**src/design/rspd_pkg.sv**
```systemverilog
// ----------------------------------------------------------------------------
// rspd_pkg: shared types and constants for the packet receive deframer
// Framing characters, result codes and the result record.
// ----------------------------------------------------------------------------
package rspd_pkg;

  localparam logic [7:0] CH_START = 8'h24;  // '$'
  localparam logic [7:0] CH_END   = 8'h23;  // '#'
  localparam logic [7:0] CH_INTR  = 8'h03;  // break

  localparam int unsigned TDATA_W = 32;

  typedef enum logic [1:0] {
    KIND_BODY = 2'd0,
    KIND_GOOD = 2'd1,
    KIND_BAD  = 2'd2,
    KIND_INTR = 2'd3
  } kind_t;

  typedef enum logic [1:0] {
    ACK_NONE  = 2'd0,
    ACK_PLUS  = 2'd1,
    ACK_MINUS = 2'd2
  } ack_t;

  typedef struct packed {
    kind_t       kind;
    logic [7:0]  data;
    ack_t        ack;
    logic [15:0] len;
  } result_t;

endpackage

```
**src/design/rspd_in_stage.sv**
```systemverilog
// ----------------------------------------------------------------------------
// rspd_in_stage: input register
// Holds one received byte until the core consumes it.
// ----------------------------------------------------------------------------
module rspd_in_stage
  import rspd_pkg::*;
(
  input  logic       clk,
  input  logic       rst,
  input  logic       s_tvalid,
  output logic       s_tready,
  input  logic [7:0] s_tdata,
  input  logic       advance,
  output logic       byte_valid,
  output logic [7:0] rx_byte
);

  assign s_tready = !byte_valid || advance;

  always_ff @(posedge clk) begin
    if (rst) begin
      byte_valid <= 1'b0;
    end else if (s_tvalid && s_tready) begin
      byte_valid <= 1'b1;
    end else if (advance) begin
      byte_valid <= 1'b0;
    end
  end

  always_ff @(posedge clk) begin
    if (s_tvalid && s_tready) begin
      rx_byte <= s_tdata;
    end
  end

endmodule

```
**src/design/rspd_core.sv**
```systemverilog
// ----------------------------------------------------------------------------
// rspd_core: framing state machine
// Tracks $body#hh framing, running checksum and body length, and builds
// the result for the byte in the input register.
// ----------------------------------------------------------------------------
module rspd_core
  import rspd_pkg::*;
(
  input  logic       clk,
  input  logic       rst,
  input  logic       cfg_we,
  input  logic       cfg_wdata,
  input  logic       byte_valid,
  input  logic [7:0] rx_byte,
  input  logic       out_free,
  output logic       advance,
  output logic       load,
  output result_t    res
);

  typedef enum logic [1:0] {
    PH_WAIT  = 2'd0,
    PH_BODY  = 2'd1,
    PH_CS_HI = 2'd2,
    PH_CS_LO = 2'd3
  } phase_t;

  phase_t      phase, phase_next;
  logic [7:0]  running_sum, running_sum_next;
  logic [3:0]  high_digit, high_digit_next;
  logic [15:0] length_count, length_count_next;
  logic        no_ack_mode;
  logic        produce;
  logic [3:0]  digit;
  logic [7:0]  got;
  logic        good;

  // hex digit decode, anything else counts as zero
  always_comb begin
    if (rx_byte >= 8'h30 && rx_byte <= 8'h39) begin
      digit = 4'(rx_byte - 8'h30);
    end else if (rx_byte >= 8'h61 && rx_byte <= 8'h66) begin
      digit = 4'(rx_byte - 8'h57);
    end else if (rx_byte >= 8'h41 && rx_byte <= 8'h46) begin
      digit = 4'(rx_byte - 8'h37);
    end else begin
      digit = 4'd0;
    end
  end

  assign got  = {high_digit, digit};
  assign good = (got == running_sum);

  always_comb begin
    phase_next        = phase;
    running_sum_next  = running_sum;
    high_digit_next   = high_digit;
    length_count_next = length_count;
    produce           = 1'b0;
    res               = '{kind: KIND_BODY, data: 8'd0, ack: ACK_NONE, len: 16'd0};
    unique case (phase)
      PH_WAIT: begin
        if (rx_byte == CH_START) begin
          running_sum_next  = 8'd0;
          length_count_next = 16'd0;
          phase_next        = PH_BODY;
        end else if (rx_byte == CH_INTR) begin
          produce  = 1'b1;
          res.kind = KIND_INTR;
        end
      end
      PH_BODY: begin
        if (rx_byte == CH_END) begin
          phase_next = PH_CS_HI;
        end else begin
          running_sum_next = running_sum + rx_byte;
          if (length_count != 16'hFFFF) begin
            length_count_next = length_count + 16'd1;
          end
          produce  = 1'b1;
          res.data = rx_byte;
        end
      end
      PH_CS_HI: begin
        high_digit_next = digit;
        phase_next      = PH_CS_LO;
      end
      PH_CS_LO: begin
        produce  = 1'b1;
        res.kind = good ? KIND_GOOD : KIND_BAD;
        res.data = got;
        res.len  = length_count;
        if (!no_ack_mode) begin
          res.ack = good ? ACK_PLUS : ACK_MINUS;
        end
        phase_next        = PH_WAIT;
        running_sum_next  = 8'd0;
        length_count_next = 16'd0;
      end
      default: begin
        phase_next = PH_WAIT;
      end
    endcase
  end

  // a byte with no result never waits on the output side
  assign advance = byte_valid && (!produce || out_free);
  assign load    = advance && produce;

  always_ff @(posedge clk) begin
    if (rst) begin
      phase        <= PH_WAIT;
      running_sum  <= 8'd0;
      high_digit   <= 4'd0;
      length_count <= 16'd0;
      no_ack_mode  <= 1'b0;
    end else begin
      if (advance) begin
        phase        <= phase_next;
        running_sum  <= running_sum_next;
        high_digit   <= high_digit_next;
        length_count <= length_count_next;
      end
      if (cfg_we) begin
        no_ack_mode <= cfg_wdata;
      end
    end
  end

endmodule

```
**src/design/rspd_out_stage.sv**
```systemverilog
// ----------------------------------------------------------------------------
// rspd_out_stage: result register
// Holds one result beat until the downstream side takes it.
// ----------------------------------------------------------------------------
module rspd_out_stage
  import rspd_pkg::*;
(
  input  logic               clk,
  input  logic               rst,
  input  logic               load,
  input  result_t            res,
  output logic               out_free,
  output logic               m_tvalid,
  input  logic               m_tready,
  output logic [TDATA_W-1:0] m_tdata,
  output logic [1:0]         m_tuser
);

  result_t held;

  assign out_free = !m_tvalid || m_tready;

  always_ff @(posedge clk) begin
    if (rst) begin
      m_tvalid <= 1'b0;
    end else if (load) begin
      m_tvalid <= 1'b1;
    end else if (m_tready) begin
      m_tvalid <= 1'b0;
    end
  end

  always_ff @(posedge clk) begin
    if (load) begin
      held <= res;
    end
  end

  assign m_tdata = {6'd0, held.len, held.ack, held.data};
  assign m_tuser = held.kind;

endmodule

```
**src/design/rsp_packet_receive_deframer_top.sv**
```systemverilog
// ----------------------------------------------------------------------------
// rsp_packet_receive_deframer_top: remote debug packet receive deframer
// Deframes $body#hh packets from a received byte stream.
// ----------------------------------------------------------------------------
// One received byte per beat enters on the slave side; a byte can be
// accepted in every cycle while the master side is ready. Each byte
// passes through the input register, then the framing state machine into
// the result register. Body bytes come out as they arrive
// (kind 0), followed by a good/bad verdict carrying the received checksum,
// body length and the ack to send; the body must be dropped on a bad
// verdict. A break byte (0x03) while idle gives an interrupt beat. Setting
// cfg_wdata to 1 with cfg_we suppresses ack requests; write only while idle.
module rsp_packet_receive_deframer_top
  import rspd_pkg::*;
(
  input  logic               clk,
  input  logic               rst,
  input  logic               cfg_we,
  input  logic               cfg_wdata,   // no_ack_mode
  input  logic               s_tvalid,
  output logic               s_tready,
  input  logic [7:0]         s_tdata,     // [7:0] rx_byte
  output logic               m_tvalid,
  input  logic               m_tready,
  output logic [TDATA_W-1:0] m_tdata,     // [7:0] data_byte, [9:8] ack_to_send,
                                          // [25:10] body_length, rest zero
  output logic [1:0]         m_tuser      // [1:0] event_kind
);

  logic       byte_valid;
  logic [7:0] rx_byte;
  logic       advance;
  logic       load;
  logic       out_free;
  result_t    res;

  rspd_in_stage u_in (
    .clk        (clk),
    .rst        (rst),
    .s_tvalid   (s_tvalid),
    .s_tready   (s_tready),
    .s_tdata    (s_tdata),
    .advance    (advance),
    .byte_valid (byte_valid),
    .rx_byte    (rx_byte)
  );

  rspd_core u_core (
    .clk        (clk),
    .rst        (rst),
    .cfg_we     (cfg_we),
    .cfg_wdata  (cfg_wdata),
    .byte_valid (byte_valid),
    .rx_byte    (rx_byte),
    .out_free   (out_free),
    .advance    (advance),
    .load       (load),
    .res        (res)
  );

  rspd_out_stage u_out (
    .clk      (clk),
    .rst      (rst),
    .load     (load),
    .res      (res),
    .out_free (out_free),
    .m_tvalid (m_tvalid),
    .m_tready (m_tready),
    .m_tdata  (m_tdata),
    .m_tuser  (m_tuser)
  );

endmodule
```
**config.mk**
```make
export PLATFORM = sky130hd
export DESIGN_NAME = rsp_packet_receive_deframer_top
export DESIGN_NICKNAME = d
export VERILOG_FILES = /design/src/design/rspd_pkg.sv /design/src/design/rspd_in_stage.sv /design/src/design/rspd_core.sv /design/src/design/rspd_out_stage.sv /design/src/design/rsp_packet_receive_deframer_top.sv
export SDC_FILE = /design/constraint.sdc
export NUM_CORES = 1
export LEC_CHECK = 0
export BUFFER_PORTS_ARGS = -buffer_cell sky130_fd_sc_hd__buf_2
export CORE_ASPECT_RATIO = 1.4
export CORE_MARGIN = 10
export CORE_UTILIZATION = 55
export DETAILED_ROUTE_END_ITERATION = 8
export PLACE_DENSITY = 0.78
export SLEW_MARGIN = 0
export SYNTH_ARGS = -nofsm -noshare
export SYNTH_HDL_FRONTEND = slang
export SYNTH_SLANG_ARGS = --single-unit
```
**constraint.sdc**
```tcl
create_clock -name clk -period 7.7 [get_ports clk]
set_input_delay 0.385 -clock clk [delete_from_list [all_inputs] [get_ports clk]]
set_output_delay 0.385 -clock clk [all_outputs]
set_load 0.02 [all_outputs]
```
==> metrics.yaml, run 1 <==
diodes: 0
start_util: 0.5757
cts_buffers: 9
syn_area_sq_um: 3625
tightest_slew_ps: 919.2
die_y_um: 116.1
path_max_fanout: 15
grt_max_degree: 29
timing_worst_setup_path_type: "flop to output pin"
dieArea_sq_um: 10280
clkSinkCount: 69
period_needed_ps: 3198
crit_path_start: "u_core.phase[1]"
drt_iter0_markers: 148
dp_slack_ps: 4798
cp_common_cell: "inv_1"
fin_skew_ps: 11.73
rows: 34
slew_viol_final: 0
cts_setup_buffers: 0
timing.rr.end: "u_core.length_count[15]"
worstPathRequired_ps: 7320
yosys_warnings: 0
die_x_um: 88.61
start_kind: "flop"
place_hpwl_um: 6115
setup_ws_ps: 4502
period_share: 0.4154
yosysTopAreaCell: "edfxtp_1"
hold_viol_final: 0
ys_seq_elements: 69
synth_ff_type: "edfxtp_1"
routed_wirelength_um: 8340
path_cells: "inv_1 -> ha_1 -> inv_1 -> a31oi_4 -> o311ai_0 -> or2_2 -> buf_2"
antenna_left: 0
synth.avg_cell_area_sq_um: 10.18
reg2regPathDepth: 6
setup_tns_ps: 0
yosysUniqueCellTypes: 54
cts_repair_resize_count: 0
via_per_inst: 5.932
ys_seq_area_frac: 0.4805
nets: 427
clockBufferDepth: 2
fmax_mhz: 312.7
synth.top_cell.area_share: 0.2982
slew_headroom: 0.3872
place_congestion: 0.8727
n_fill_cell: 538
synthTopCellsByArea: "edfxtp_1, dfxtp_1, ha_1, xnor2_1, nor2_1"
crit_end: "s_tready"
regArea_sq_um: 1742
rsz0062_at_grt: "false"
status: "finished clean"
hp-class: "input port to flop"
end_kind: "output pin"
grt-ovfl-total: 0
final_util: 0.6401
cts_tree: "yes"
synthArstFlopShare: 0
insertion_delay_ps: 360
cellPowerDensity_nw_per_um2: 167.7
vias: 2806
synth_edf_count: 36
pin_count: 50
hold_buffers: 0
layout-drive-gt1-share: 0.1721
routedWlPerCell_um: 17.63
grt_pass1_wl_um: 13790
cts_max_level: 3
clk_pin_slew_worst_paths_ps: 80
cts_root_buffer: "clkbuf_8"
multi_input_area_sq_um: 1744
post-synth-top-count-cell: "nor2_1"
synthTopCellsByCount: "nor2_1, edfxtp_1, dfxtp_1, xnor2_1, and2_1"
cp_slowest_cell: "ha_1"
track_usage: 0.1733
core_region_area_sq_um: 6296
synthCells: 356
hold_depth: 1
cpPeakStageDelay_ps: 570
r2r_start: "u_in.rx_byte[7]"
leakage_nw: 1.574
syn2layout_area_growth_pct: 11.18
cp.arrival_ps: 2810
grt_pass1_vias: 2804
antenna_found_initial: 0
setup_viol: 0
drc: 0
numPortBuffers: 43
maxCapViolations: 0
peakVddDrop_mv: 0.1187
dr.pass1.iters: 5
r2r_slack_ps: 4740
==> metrics by stage <==
| stage | hold WS (ps) | power [mW] | std cells | area, sq um |
|---|---|---|---|---|
| after global placement | 472.6 | 0.4278 | 457 | 3862 |
| after CTS | 197.8 | 0.6785 | 473 | 4030 |
| after global routing | 194.2 | 0.6980 | 473 | 4030 |
| after detailed placement | 482.3 | 0.4285 | 457 | 3862 |
| final | 201.0 | 0.6758 | 473 | 4030 |
| after floorplan | 451.1 | 0.4209 | 361 | 3643 |
==> power breakdown <==
group | total, mW | leakage (nW) | switching [mW] | internal (mW)
Clock | 0.255 | 0.0826 | 0.139 | 0.116
Combinational | 0.0270 | 0.857 | 0.0168 | 0.0102
Sequential | 0.394 | 0.634 | 0.00651 | 0.387
==> layout make-up <==
class,count,area share
multi-input cells,256,0.4328
flip-flops and latches,69,0.4322
repair buffers,45,0.05713
clock buffers,10,0.03167
well taps,72,0.02235
inverters,15,0.01397
clock inverters,6,0.009935
==> critical path: cells and delay by family (launching register included) <==
kind,cells,cell delay (ps)
and+or+nand+nor,1,390
buffers and inverters,3,540
DFF,1,360
adders and majority gates,1,570
AOI/OAI and AO/OA,2,580
==> worst min path at each step <==
stage	start	endpoint
3_5_place_dp	u_core.running_sum[0]	u_core.running_sum[0]
2_1_floorplan	u_core.no_ack_mode	u_core.no_ack_mode
4_1_cts	s_tdata[2]	u_in.rx_byte[2]
5_1_grt	s_tdata[0]	u_in.rx_byte[0]
3_3_place_gp	u_core.no_ack_mode	u_core.no_ack_mode
6_report	s_tdata[2]	u_in.rx_byte[2]
==> state kept, by name (all words and copies together) (netlist names), 2 cells and up <==
| register | cells |
|---|---|
| u_core.high_digit | 4 |
| u_out.m_tdata | 26 |
| u_core.length_count | 16 |
| u_in.rx_byte | 8 |
| u_core.phase | 2 |
| u_core.running_sum | 8 |
| u_out.m_tuser | 2 |
==> layer usage <==
metal / part of all wire / track usage / wire length [um]
met1: 0.39 / 0.1798 / 3246
met2: 0.53 / 0.3100 / 4422
met3: 0.049 / 0.04986 / 407
met4: 0.032 / 0.08432 / 264
met5: 0 / 0 / 0
==> cells in the final DEF (no fill, tap or decap), drive strengths merged, types with 10 or more instances in the layout <==
cell type / count
a21oi: 17
and2: 18
buf: 45
clkbuf: 10
dfxtp: 33
edfxtp: 36
ha: 16
inv: 16
nand2: 12
nand3: 17
nand4: 11
nor2: 41
nor3: 10
xnor2: 22
==> cells by family (layout without fill, tap and decap cells) <==
group | Yosys count | count (layout) | synth area share
adder cells (fa/ha/maj) | 17 | 17 | 0.06075
buffers and inverters | 36 | 76 | 0.04418
multiplexers | 8 | 8 | 0.02278
XOR/XNOR | 24 | 24 | 0.05799
AND/OR/NAND/NOR | 144 | 144 | 0.2189
other | 1 | 6 | 0.001035
AO/OA/AOI/OAI | 57 | 57 | 0.1139
flip-flops | 69 | 69 | 0.4805
No activity file was read; power rests on OpenSTA's default activity.
==> inputs of run 2 (changes only) <==
==> constraint.sdc (replaced) <==
create_clock -name clk -period 3.2 [get_ports clk]
set_input_delay 0.16 -clock clk [delete_from_list [all_inputs] [get_ports clk]]
set_output_delay 0.16 -clock clk [all_outputs]
set_load 0.02 [all_outputs]
==> run 2 against run 1 <==
Routed wire length down 1.6%. Critical path depth down 1. Register-to-register slack worse by 4500 ps. Design area up 4.1%. Clock power rose to 3.1 times the previous value. Clock-buffer cell count up 1. Combinational power rose to 2.7 times the previous value. First-iteration DRC count down 2.7%. Largest power group unchanged. Core utilization up 2.6 points. Hold slack worse by 160 ps. Critical path type unchanged. Sequential power up 140%. Sequential cell count unchanged.
==> metrics.yaml, run 2 (synthesized netlist as in run 1, its figures left out) <==
period_needed_ps: 2987
drc: 0  # unchanged
slew_viol_final: 0  # unchanged
tightest_slew_ps: 738.2  # -181.0 ps
track_usage: 0.1678  # -0.005545
dp_slack_ps: 267.1  # -4531 ps
start_kind: "flop"
largest_reg_flops: 26  # unchanged
nets: 439  # +2.8%
antenna_left: 0  # unchanged
routed_wirelength_um: 8209  # -1.6%
place_congestion: 0.9196  # +5.4%
n_fill_cell: 501  # -6.9%
leakage_nw: 1.608  # +2.2%
grt_max_degree: 29  # unchanged
clockBufferDepth: 2  # unchanged
slew_headroom: 0.5016  # +0.1144
cp_slowest_cell: "o311ai_0"
start_util: 0.5757  # unchanged
hold_viol_final: 0  # unchanged
die_x_um: 88.61  # unchanged
syn2layout_area_growth_pct: 15.77
stdcell_area_sq_um: 4197  # +4.1%
peakVddDrop_mv: 0.2782  # +130%
clk_pin_slew_worst_paths_ps: 80  # about the same
routedWlPerCell_um: 16.93  # -4.0%
layout_commonest_cell: "buf_2"
grt-ovfl-total: 0  # unchanged
maxCapViolations: 0  # unchanged
place_hpwl_um: 5948  # -2.7%
cts_repair_resize_count: 0  # unchanged
setup_ws_ps: 213.3  # -4288 ps
drt_iter0_markers: 144  # -2.7%
setup_viol: 0  # unchanged
grt_pass1_vias: 2788  # -0.57%
worstPathRequired_ps: 3040  # -4280 ps
placed_cell_area_sq_um: 3892  # +0.78%
period_share: 0.9334
fin_skew_ps: 10.61  # -1.115 ps
die_y_um: 116.1  # unchanged
multi_input_area_sq_um: 1744  # unchanged
path_cells: "ha_1 -> nor2b_1 -> a31oi_4 -> o311ai_0 -> or2_2 -> buf_2"
layout-drive-gt1-share: 0.1768  # +0.004686
crit_buf_inv: 1  # -2
cp.arrival_ps: 2830  # +20 ps
via_per_inst: 5.821  # -1.9%
cts_buffers: 9  # unchanged
diodes: 0  # unchanged
grt_pass1_wl_um: 13460  # -2.4%
cpPeakStageDelay_ps: 690  # +120 ps
status: "finished clean"
vias: 2823  # +0.61%
regArea_sq_um: 1742  # unchanged
rows: 34  # unchanged
hp-class: "input port to flop"
fmax_mhz: 334.8
holdWs_ps: 38.74  # -162.3 ps
final_cell_mix: "buf_2, nor2_1, edfxtp_1, dfxtp_1, xnor2_1"
dieArea_sq_um: 10280  # unchanged
cts_root_buffer: "clkbuf_8"
clkSinkCount: 69  # unchanged
numPortBuffers: 43  # unchanged
path_max_fanout: 7  # -8
cts_tree: "yes"
cellPowerDensity_nw_per_um2: 432.9  # +160%
path_delay_family: "compound AO/OA/AOI/OAI gates"
dr.pass1.iters: 4  # -1
insertion_delay_ps: 350  # about the same
setup_tns_ps: 0  # unchanged
antenna_found_initial: 0  # unchanged
timing_worst_setup_path_type: "flop to output pin"
end_kind: "output pin"
core_region_area_sq_um: 6296  # unchanged
pin_count: 50  # unchanged
cts_max_level: 3  # unchanged
rsz0062_at_grt: "false"
run 2: final cells by class:
cell class                      instances  area share
Clock inverter                          5     0.01968
Inverter                               15     0.01342
Timing Repair Buffer                   57     0.08110
Multi-Input combinational cell        256      0.4156
Clock buffer                           11     0.03369
Tap cell                               72     0.02147
Sequential cell                        69      0.4150
run 2: path summary, 6_finish.rpt:
check	end	startpoint	depth (start not counted)	slack, ps
setup / recovery	s_tready	u_in.rx_byte[0]	6	210
hold / removal	u_core.no_ack_mode	cfg_wdata	3	40
setup reg to reg	u_in.rx_byte[7]	u_in.rx_byte[0]	6	230
hold reg to reg	u_core.length_count[15]	u_core.length_count[15]	2	500
run 2: metal layers:
layer,up-vias,GRT usage,part of all wire
met5,-,0,0
met4,0,0.07784,0.030
met3,21,0.04565,0.056
met2,91,0.3095,0.54
met1,1334,0.1690,0.37
li1,1377,-,-
run 2: report_power, final:
group          internal (mW)  switching [mW]
combinational         0.0312          0.0417
sequential             0.931          0.0157
clock                  0.463           0.334
run 2: timing repair:
action,CTS,global route
hold buffers,8,0
endpoints found under the hold margin,8,0
setup buffers,0,0
run 2: metrics by stage:
step           power (mW)  utilization  instances
4_1_cts             1.824       0.6665        485
6_report            1.817       0.6665        485
5_1_grt             1.868       0.6665        485
3_3_place_gp        1.029       0.6182        461
3_5_place_dp        1.031       0.6182        461
2_1_floorplan       1.013            -        361
run 2: worst register-to-register path, delay by kind of cell (launching register included):
family,cells,cell delay (ps)
AND/OR/NAND/NOR,3,960
AO/OA/AOI/OAI,2,880
flip-flops,1,530
adder cells (fa/ha/maj),1,260
==> inputs of run 3 (changes only) <==
--- a/config.mk
+++ b/config.mk
@@ -5,12 +5,13 @@
 export SDC_FILE = /design/constraint.sdc
 export NUM_CORES = 1
 export LEC_CHECK = 0
+export ABC_AREA = 1
 export BUFFER_PORTS_ARGS = -buffer_cell sky130_fd_sc_hd__buf_2
 export CORE_ASPECT_RATIO = 1.4
 export CORE_MARGIN = 10
 export CORE_UTILIZATION = 55
 export DETAILED_ROUTE_END_ITERATION = 8
-export PLACE_DENSITY = 0.78
+export PLACE_DENSITY = 0.77
 export SLEW_MARGIN = 0
 export SYNTH_ARGS = -nofsm -noshare
 export SYNTH_HDL_FRONTEND = slang
==> run 3 against run 2 <==
Via count increased by 22%. Routed wire length increased by 17%. Design area up 5.4%. Register-to-register slack improved by 440 ps. Sequential share of layout area fell by 2.1 points. Clock skew fell by 2.8 ps. Setup slack better by 460 ps. Clock-buffer cell count decreased by 1. Cell count is 32% higher. First-iteration DRC count increased by 65%. Global-route usage rose by 0.88 points. Critical endpoint is now u_out.m_tdata[13]. Highest routed layer unchanged.
==> metrics.yaml, run 3 <==
clk_pin_slew_worst_paths_ps: 70  # about the same
peakVddDrop_mv: 0.2862  # +2.9%
via_per_inst: 5.398  # -7.3%
tightest_slew_ps: 604.6  # -133.7 ps
antenna_found_initial: 0  # unchanged
rows: 36  # +5.9%
holdWs_ps: 42.65  # +3.903 ps
timing_worst_setup_path_type: "flop to flop"
dieArea_sq_um: 10860  # +5.6%
numPortBuffers: 43  # unchanged
cellPowerDensity_nw_per_um2: 390.4  # -9.8%
start_util: 0.5593  # -0.01637
place_hpwl_um: 7147  # +20%
clkSinkCount: 69  # unchanged
die_x_um: 90.99  # +2.7%
yosys_warnings: 0  # unchanged
top_layer_used: "met4"
clockBufferDepth: 2  # unchanged
nets: 569  # +30%
path_max_fanout: 16  # +9
dp_slack_ps: 680.6  # +413.5 ps
ys_seq_elements: 69  # unchanged
cts_root_buffer: "clkbuf_8"
layout-drive-gt1-share: 0.1455  # -0.03127
synth.avg_cell_area_sq_um: 8.016  # -21%
dr.pass1.iters: 5  # +1
place_congestion: 0.9739  # +5.9%
diodes: 0  # unchanged
status: "finished clean"
cts_buffers: 9  # unchanged
insertion_delay_ps: 350  # about the same
fin_skew_ps: 7.851  # -2.761 ps
met1_length_um: 3631  # +19%
wl_met3_um: 561  # +21%
routed_wirelength_um: 9624  # +17%
start_kind: "flop"
die_y_um: 119.4  # +2.9%
cts_tree: "yes"
end_kind: "flop"
slew_viol_final: 0  # unchanged
setup_ws_ps: 672.2  # +459.0 ps
drt_iter0_markers: 237  # +65%
slew_headroom: 0.5969  # +0.09535
grt-ovfl-total: 0  # unchanged
grt_max_degree: 31  # +6.9%
setup_viol: 0  # unchanged
synthTopCellsByCount: "nand2_1, inv_1, nor2_1, nand3_1, a21oi_1"
ys_seq_area_frac: 0.4489  # -0.03161
synthTopCellsByArea: "edfxtp_1, dfxtp_1, nand2_1, nand3_1, inv_1"
synth.top_cell.area_share: 0.2786  # -0.01962
core_region_area_sq_um: 6937  # +10%
synth_ff_type: "edfxtp_1"
finalNonFillerCells: 638  # +32%
yosysUniqueCellTypes: 34  # -37%
yosysTopAreaCell: "edfxtp_1"
worstPathRequired_ps: 3250  # +210 ps
grt_pass1_vias: 3373  # +21%
synthArstFlopShare: 0  # unchanged
fmax_mhz: 395.6  # +18%
routedWlPerCell_um: 15.08  # -11%
grt_pass1_wl_um: 15750  # +17%
pin_count: 50  # unchanged
place_inst: 613  # +33%
cts_repair_resize_count: 0  # unchanged
syn2layout_area_growth_pct: 14.03
route.met2.wl_um: 4987  # +12%
period_needed_ps: 2528  # -459.0 ps
syn_area_sq_um: 3880  # +7.0%
layout_commonest_cell: "nand2_1"
largest_reg_flops: 26  # unchanged
hp-class: "input port to flop"
track_usage: 0.1766  # +0.008840
vias: 3444  # +22%
antenna_left: 0  # unchanged
final_cell_mix: "nand2_1, inv_1, nor2_1, nand3_1, buf_2"
cp.arrival_ps: 2580  # -250 ps
hold_viol_final: 0  # unchanged
period_share: 0.7899  # -0.1434
post-synth-top-count-cell: "nand2_1"
maxCapViolations: 0  # unchanged
leakage_nw: 1.912  # +19%
cts_max_level: 3  # unchanged
rsz0062_at_grt: "false"
hold_depth: 3  # unchanged
synth_edf_count: 36  # unchanged
reg2regPathDepth: 10  # +4
synthCells: 484  # +36%
drc: 0  # unchanged
setup_tns_ps: 0  # unchanged
run 3: cell types whose count changed after synthesis, sizes merged, moves of 7 or more:
cell	before	now
nor3	10	3
and2	18	1
a22o	7	0
inv	15	60
xor2	2	12
nand3	17	54
nand2	12	115
a21oi	17	37
nor2	41	55
xnor2	22	8
nor4	8	0
o21ai	5	13
run 3: cell type report:
type                       instances  area (sq um)
timing repair buffer              55         327.8
clock inverter                     6         63.81
multi-input combinational        342          1814
tap                               95         118.9
clock buffer                      10         127.6
sequential                        69          1742
fill                             621          2512
inverter                          61         230.2
run 3: kinds of logic (layout without fill, tap and decap cells):
group / count (synthesis) / after routing / share of synthesized area
adder cells (fa/ha/maj): 17 / 17 / 0.05676
AO/OA/AOI/OAI: 55 / 55 / 0.07836
buffers and inverters: 78 / 132 / 0.08836
flip-flops: 69 / 69 / 0.4489
AND/OR/NAND/NOR: 244 / 244 / 0.2815
XOR/XNOR: 20 / 20 / 0.04515
other: 1 / 6 / 0.0009665
run 3: power breakdown:
| part | total, mW | switching (mW) | internal, mW | leakage (nW) |
|---|---|---|---|---|
| Combinational | 0.0886 | 0.0574 | 0.0312 | 1.18 |
| Clock | 0.696 | 0.338 | 0.358 | 0.0923 |
| Sequential | 0.943 | 0.0114 | 0.932 | 0.636 |
| Total | 1.73 | 0.406 | 1.32 | 1.91 |
run 3: per-stage QoR:
step,instance area (sq um),power [mW],util
2_1_floorplan,3899,1.024,-
3_3_place_gp,4143,1.039,0.5972
3_5_place_dp,4143,1.041,0.5972
4_1_cts,4424,1.734,0.6378
5_1_grt,4424,1.783,0.6378
6_report,4424,1.727,0.6378
run 3: metal layers:
| metal | up-vias | track usage |
|---|---|---|
| met5 | - | 0 |
| met4 | 0 | 0.1139 |
| met3 | 32 | 0.03268 |
| met2 | 143 | 0.3169 |
| met1 | 1592 | 0.1837 |
| li1 | 1677 | - |
run 3: worst paths after layout:
check / start / endpoint / slack (ps)
max: u_in.rx_byte[1] / u_out.m_tdata[13] / 670
min: cfg_wdata / u_core.no_ack_mode / 40
max reg2reg: u_in.rx_byte[1] / u_out.m_tdata[13] / 670
min reg2reg: u_core.length_count[1] / u_core.length_count[1] / 520
run 3: what timing repair did:
action                                  4_1_cts  5_1_grt
setup buffers                                 0        0
endpoints found under the setup margin        0        0
hold endpoints to repair                      9        0
hold buffers                                  9        0
run 3: worst max-delay path, cell delays in order, from the launching register on:
cell and delay (ps):
edfxtp_1 470, ha_1 250, nand3_2 120, o21ai_4 230, nand3_2 110, nand3_2 140
nand2_2 70, clkinv_2 60, nand2_1 40, inv_1 400, buf_4 330
